File: config.mk
export PLATFORM = sky130hd
export DESIGN_NAME = mtfc_cell
export DESIGN_NICKNAME = d
export VERILOG_FILES = /design/src/rtl/core/mtfc_pkg.sv /design/src/rtl/core/mtfc_cell.sv
export SDC_FILE = /design/constraint.sdc
export NUM_CORES = 1
export LEC_CHECK = 0
export BUFFER_PORTS_ARGS = -buffer_cell sky130_fd_sc_hd__clkbuf_2
export CAP_MARGIN = 25
export CORE_UTILIZATION = 27
export DETAILED_ROUTE_END_ITERATION = 8
export PLACE_DENSITY = 0.85
export REMOVE_ABC_BUFFERS = 1
export SYNTH_ARGS = -nofsm -noshare
export SYNTH_HDL_FRONTEND = slang
export SYNTH_SLANG_ARGS = --single-unit
File: constraint.sdc
create_clock -name clk -period 1.5 [get_ports clk]
set_input_delay 0.375 -clock clk [delete_from_list [all_inputs] [get_ports clk]]
set_output_delay 0.375 -clock clk [all_outputs]
set_load 0.01 [all_outputs]
File: src/rtl/core/mtfc_pkg.sv
// ----------------------------------------------------------------------------
// mtfc_pkg
// Shared types and constants for the move-to-front codec.
// ----------------------------------------------------------------------------
`default_nettype none

package mtfc_pkg;

  localparam int SYM_W         = 8;
  localparam int LIST_SIZE_DEF = 256;

  localparam logic MODE_ENCODE = 1'b0;
  localparam logic MODE_DECODE = 1'b1;

  typedef logic [SYM_W-1:0] sym_t;

  // One node of the search tree: a hit flag and the matching entry's
  // position and symbol, zero where there is no hit.
  typedef struct packed {
    logic hit;
    sym_t pos;
    sym_t sym;
  } node_t;

  // Update command broadcast to every cell.
  typedef struct packed {
    logic upd;
    logic init;
    sym_t pos;
    sym_t sym;
  } cell_ctl_t;

  typedef enum logic [1:0] {
    ST_IDLE,
    ST_RUN,
    ST_FINISH
  } state_t;

endpackage

`default_nettype wire

File: src/rtl/core/mtfc_cell.sv
// ----------------------------------------------------------------------------
// mtfc_cell
// One recency-list entry: local match against the current beat and a
// one-step shift from the neighbour on promote.
// ----------------------------------------------------------------------------
`default_nettype none

module mtfc_cell
  import mtfc_pkg::*;
#(
  parameter int IDX = 0
) (
  input  wire logic      clk,
  input  wire logic      rst_n,
  input  wire logic      mode,
  input  wire sym_t      key,
  input  wire sym_t      pos,
  input  wire cell_ctl_t ctl,
  input  wire sym_t      left_val,
  output sym_t           val,
  output node_t          leaf
);

  localparam sym_t MY_IDX = SYM_W'(IDX);

  sym_t val_r;
  sym_t val_nxt;
  logic hit;

  assign val = val_r;

  always_comb begin
    if (mode == MODE_DECODE) begin
      hit = (MY_IDX == pos);
    end else begin
      hit = (val_r == key);
    end
    leaf.hit = hit;
    leaf.pos = hit ? MY_IDX : '0;
    leaf.sym = hit ? val_r : '0;
  end

  always_comb begin
    val_nxt = val_r;
    if (ctl.init) begin
      val_nxt = MY_IDX;
    end else if (ctl.upd) begin
      if (IDX == 0) begin
        val_nxt = ctl.sym;
      end else if (MY_IDX <= ctl.pos) begin
        val_nxt = left_val;
      end
    end
  end

  always_ff @(posedge clk) begin
    if (!rst_n) begin
      val_r <= MY_IDX;
    end else begin
      val_r <= val_nxt;
    end
  end

endmodule

`default_nettype wire

After elaboration in Yosys (flattened, before gate mapping)
Cells that the tools add are included.

word-level totals
  register bits = 8
  output and inout port bits = 25
  input port bits = 45

cells by class
  reductions and logical operators = 2
  muxes and demuxes = 2
  bitwise operators = 1
  equal/unequal tests = 1

operator list
  operator         number
  $eq 8x8->1       1
  $logic_not 8->1  1
  $mux 8           1
  $reduce_or 2->1  1
  $mux 1           1
  $not 1->1        1

Depth between registers and ports, before layout
  depth in word-level cells = 3
  gate-level depth with buffers = 5

Least setup slack after synthesis
Ideal clock, no wire load.

  path kind = register to output
  from = register val_r[2], in the netlist val[2]
  to = output leaf[0] in the netlist's numbering
  setup slack = -104 ps
  arrival time = 1,229 ps
  stages on the path, launching flop included = 5
  data required time = 1,125 ps
  cell sequence = dfxtp_1 -> xor2_1 -> nor4_2 -> a31oi_2 -> nor2b_1

RTL lines
  element                 line             text
  from (decl)             mtfc_cell.sv:26  sym_t val_r;
  from (signal assigned)  mtfc_cell.sv:60  val_r <= val_nxt;
  to (decl)               mtfc_cell.sv:21  output node_t leaf

==> metrics.cfg <==
[clock_network]
cts.sinks = 8
postCtsHoldBufs = 0
cts-htree-levels = 1
tritoncts = built
cts.clk_slew.worst_paths_ns = 0.06
cts_root_buf = clkbuf_4
clock_latency_ns = 0.25
cts_buffers = 3
cts_buffer_depth = 2

[grt]
globalRouteTotalUtil_pct = 15.17
grt_pass1_vias = 560
grt-ovfl-total = 0
grt_pass1_wl_mm = 2.228
antenna_found_initial = 0
grt_max_degree = 9

[timing]
hold_violations = 0
rsz0062_at_grt = true
final_max_slew_viol_count = 0
fin_crit_sh_pct = 130.5
fin_skew_ns = 0
finalWorstSetupSlack_ns = -0.4580
min_period_ns = 1.958
max_freq_mhz = 510.7
setup_viol = 9

[final_layout]
largest_reg_flops = 8
regArea_um2 = 163.9
drive_gt1_share_pct = 58.26
antennaDiodeCount = 0
n_fill_cell = 187
multi_input_area_um2 = 394.1
syn_to_final_growth_pct = 69.63
finalNetCount = 162
finish.instance_area_um2 = 908.4
fin_util_pct = 50.95

[worst_setup_path]
critical_path_class = reg -> out
cp-startpoint = val[2]$_SDFFE_PP0P_
crit_path_end_kind = primary output
crit_path_start_kind = flip-flop
crit_required_ns = 1.12
crit_arrival_ns = 1.58
regToRegSetupSlack_ns = 0.72
crit_fanout = 5
r2r-start = val[2]$_SDFFE_PP0P_

[floorplan]
die-width_um = 46.54
initial_core_util_pct = 30.04
fp.dieH_um = 46.54
ios = 70
die_area_um2 = 2166
rows = 15
fp.coreArea_um2 = 1783

[synth]
ys.warnings.count = 0
synthDistinctLibCells = 16
synth_cells = 61
syn_area_um2 = 535.5
ys_seq_area_share_pct = 29.91
synth-seq-cells = 8
synth.avg_cell_area_um2 = 8.779

[min_path]
hp-start = ctl[7]
hold_path.class = in -> reg

[pwr]
p_per_area_nw_per_um2 = 580.6
clock_power_share_pct = 31.0
netSwitchingFraction_pct = 28.08
ir_drop_mv = 0.2572
finalPower_mw = 0.5274
seq_power_share_pct = 42.9
leakage_nw = 0.5033
internal_power_mw = 0.3793
power_frac_comb_pct = 26.1
power.switching_mw = 0.1481

[run_status]
violations = negative setup slack
status = complete, but fails checks

[detailed_routing]
drtPass1Iterations = 1
drt-initial-drc-count = 0
routedWlPerCell_um = 11.59
wl_mm = 1.623
drc = 0
vias_per_cell = 4.200
vias = 588
antenna_left = 0

[placement]
gp_congestion = 0.6057
io_buffers = 45
hpwl_mm = 1.240
place_area_um2 = 802.0

[flow_run]
cap_violations = 0

==> Yosys cell counts <==
cell type	instances	area, um^2
buf_2	1	5.000
nor4_2	1	12.51
and4b_1	1	10.01
nor4_1	1	6.260
dfxtp_1	8	160.2
nor2b_1	8	50.05
conb_1	1	3.750
a31oi_2	1	12.51
buf_1	1	3.750
nand2b_1	1	6.260
nor2_1	9	33.78
mux2i_1	8	80.08
buf_4	9	67.56
nor3_1	2	10.01
xor2_1	8	70.07
inv_1	1	3.750
==> cell type report <==
class / instances / share of cell area (%)
Multi-Input combinational cell: 49 / 43.39
Timing Repair Buffer: 54 / 32.23
Sequential cell: 8 / 18.04
Tap cell: 25 / 3.444
Clock buffer: 3 / 2.479
Inverter: 1 / 0.4132
==> stage by stage <==
stage	setup TNS, ns	instances	setup WS, ns	hold slack [ns]
after floorplan	-0.8337	57	-0.1037	0.5222
after global placement	-3.121	135	-0.3582	0.6038
after detailed placement	-3.622	135	-0.4477	0.6149
after CTS	-3.901	140	-0.4747	0.3599
after global routing	-4.406	140	-0.5250	0.3703
final	-3.691	140	-0.4580	0.3659
==> worst max-delay path, cell delays in order, from the launching register on <==
cell and delay, ns:
dfxtp_2 0.33, xor2_2 0.15, nor4_4 0.25, buf_4 0.17
a31oi_4 0.11, nor2b_1 0.16, buf_2 0.15
==> cells by family after synthesis <==
group                  synth area share [%]
AO/OA/AOI/OAI                         2.336
XOR/XNOR                              13.08
buffers and inverters                 14.95
flip-flops                            29.91
multiplexers                          14.95
other                                0.7003
AND/OR/NAND/NOR                       24.07
==> power by group through the flow <==
stage / registers (mW) / clock network [mW] / logic, mW
floorplan: 0.234 / 0 / 0.0453
CTS: 0.226 / 0.169 / 0.133
global route: 0.226 / 0.179 / 0.151
detailed placement: 0.229 / 0 / 0.117
finish: 0.226 / 0.164 / 0.138
global placement: 0.229 / 0 / 0.112
==> cells in the final DEF, fill, tap and decap left out <==
master,count
clkbuf_2,36
conb_1,8
inv_1,1
nor4_1,1
buf_4,9
a31oi_4,2
nor2_1,9
nor3_1,1
mux2i_1,8
and4b_1,1
xor2_2,3
xor2_1,5
nor2b_1,8
nor3_4,1
nor4_4,1
clkbuf_4,3
dfxtp_1,5
nand2b_1,1
buf_2,9
dfxtp_2,3
==> worst paths after layout <==
| check | to | cells after the start |
|---|---|---|
| max | leaf[6] | 6 |
| min | val[7]$_SDFFE_PP0P_ | 3 |
| max reg2reg | val[2]$_SDFFE_PP0P_ | 3 |
| min reg2reg | val[7]$_SDFFE_PP0P_ | 3 |
==> routing by layer <==
layer / global-route usage [%] / wire length [um] / vias to the layer above
li1: - / - / 290
met3: 3.529 / 89 / 0
met2: 30.28 / 950 / 31
met4: 7.059 / 0 / 0
met1: 13.85 / 583 / 267
met5: 0 / 0 / -
==> timing repair <==
action                     4_1_cts  5_1_grt
setup endpoints to repair        9        9
pin swaps                        5        3
buffers inserted                 1        0
resized for setup                8       12
gates cloned                     1        0
Power figures use the tool's default switching activity.
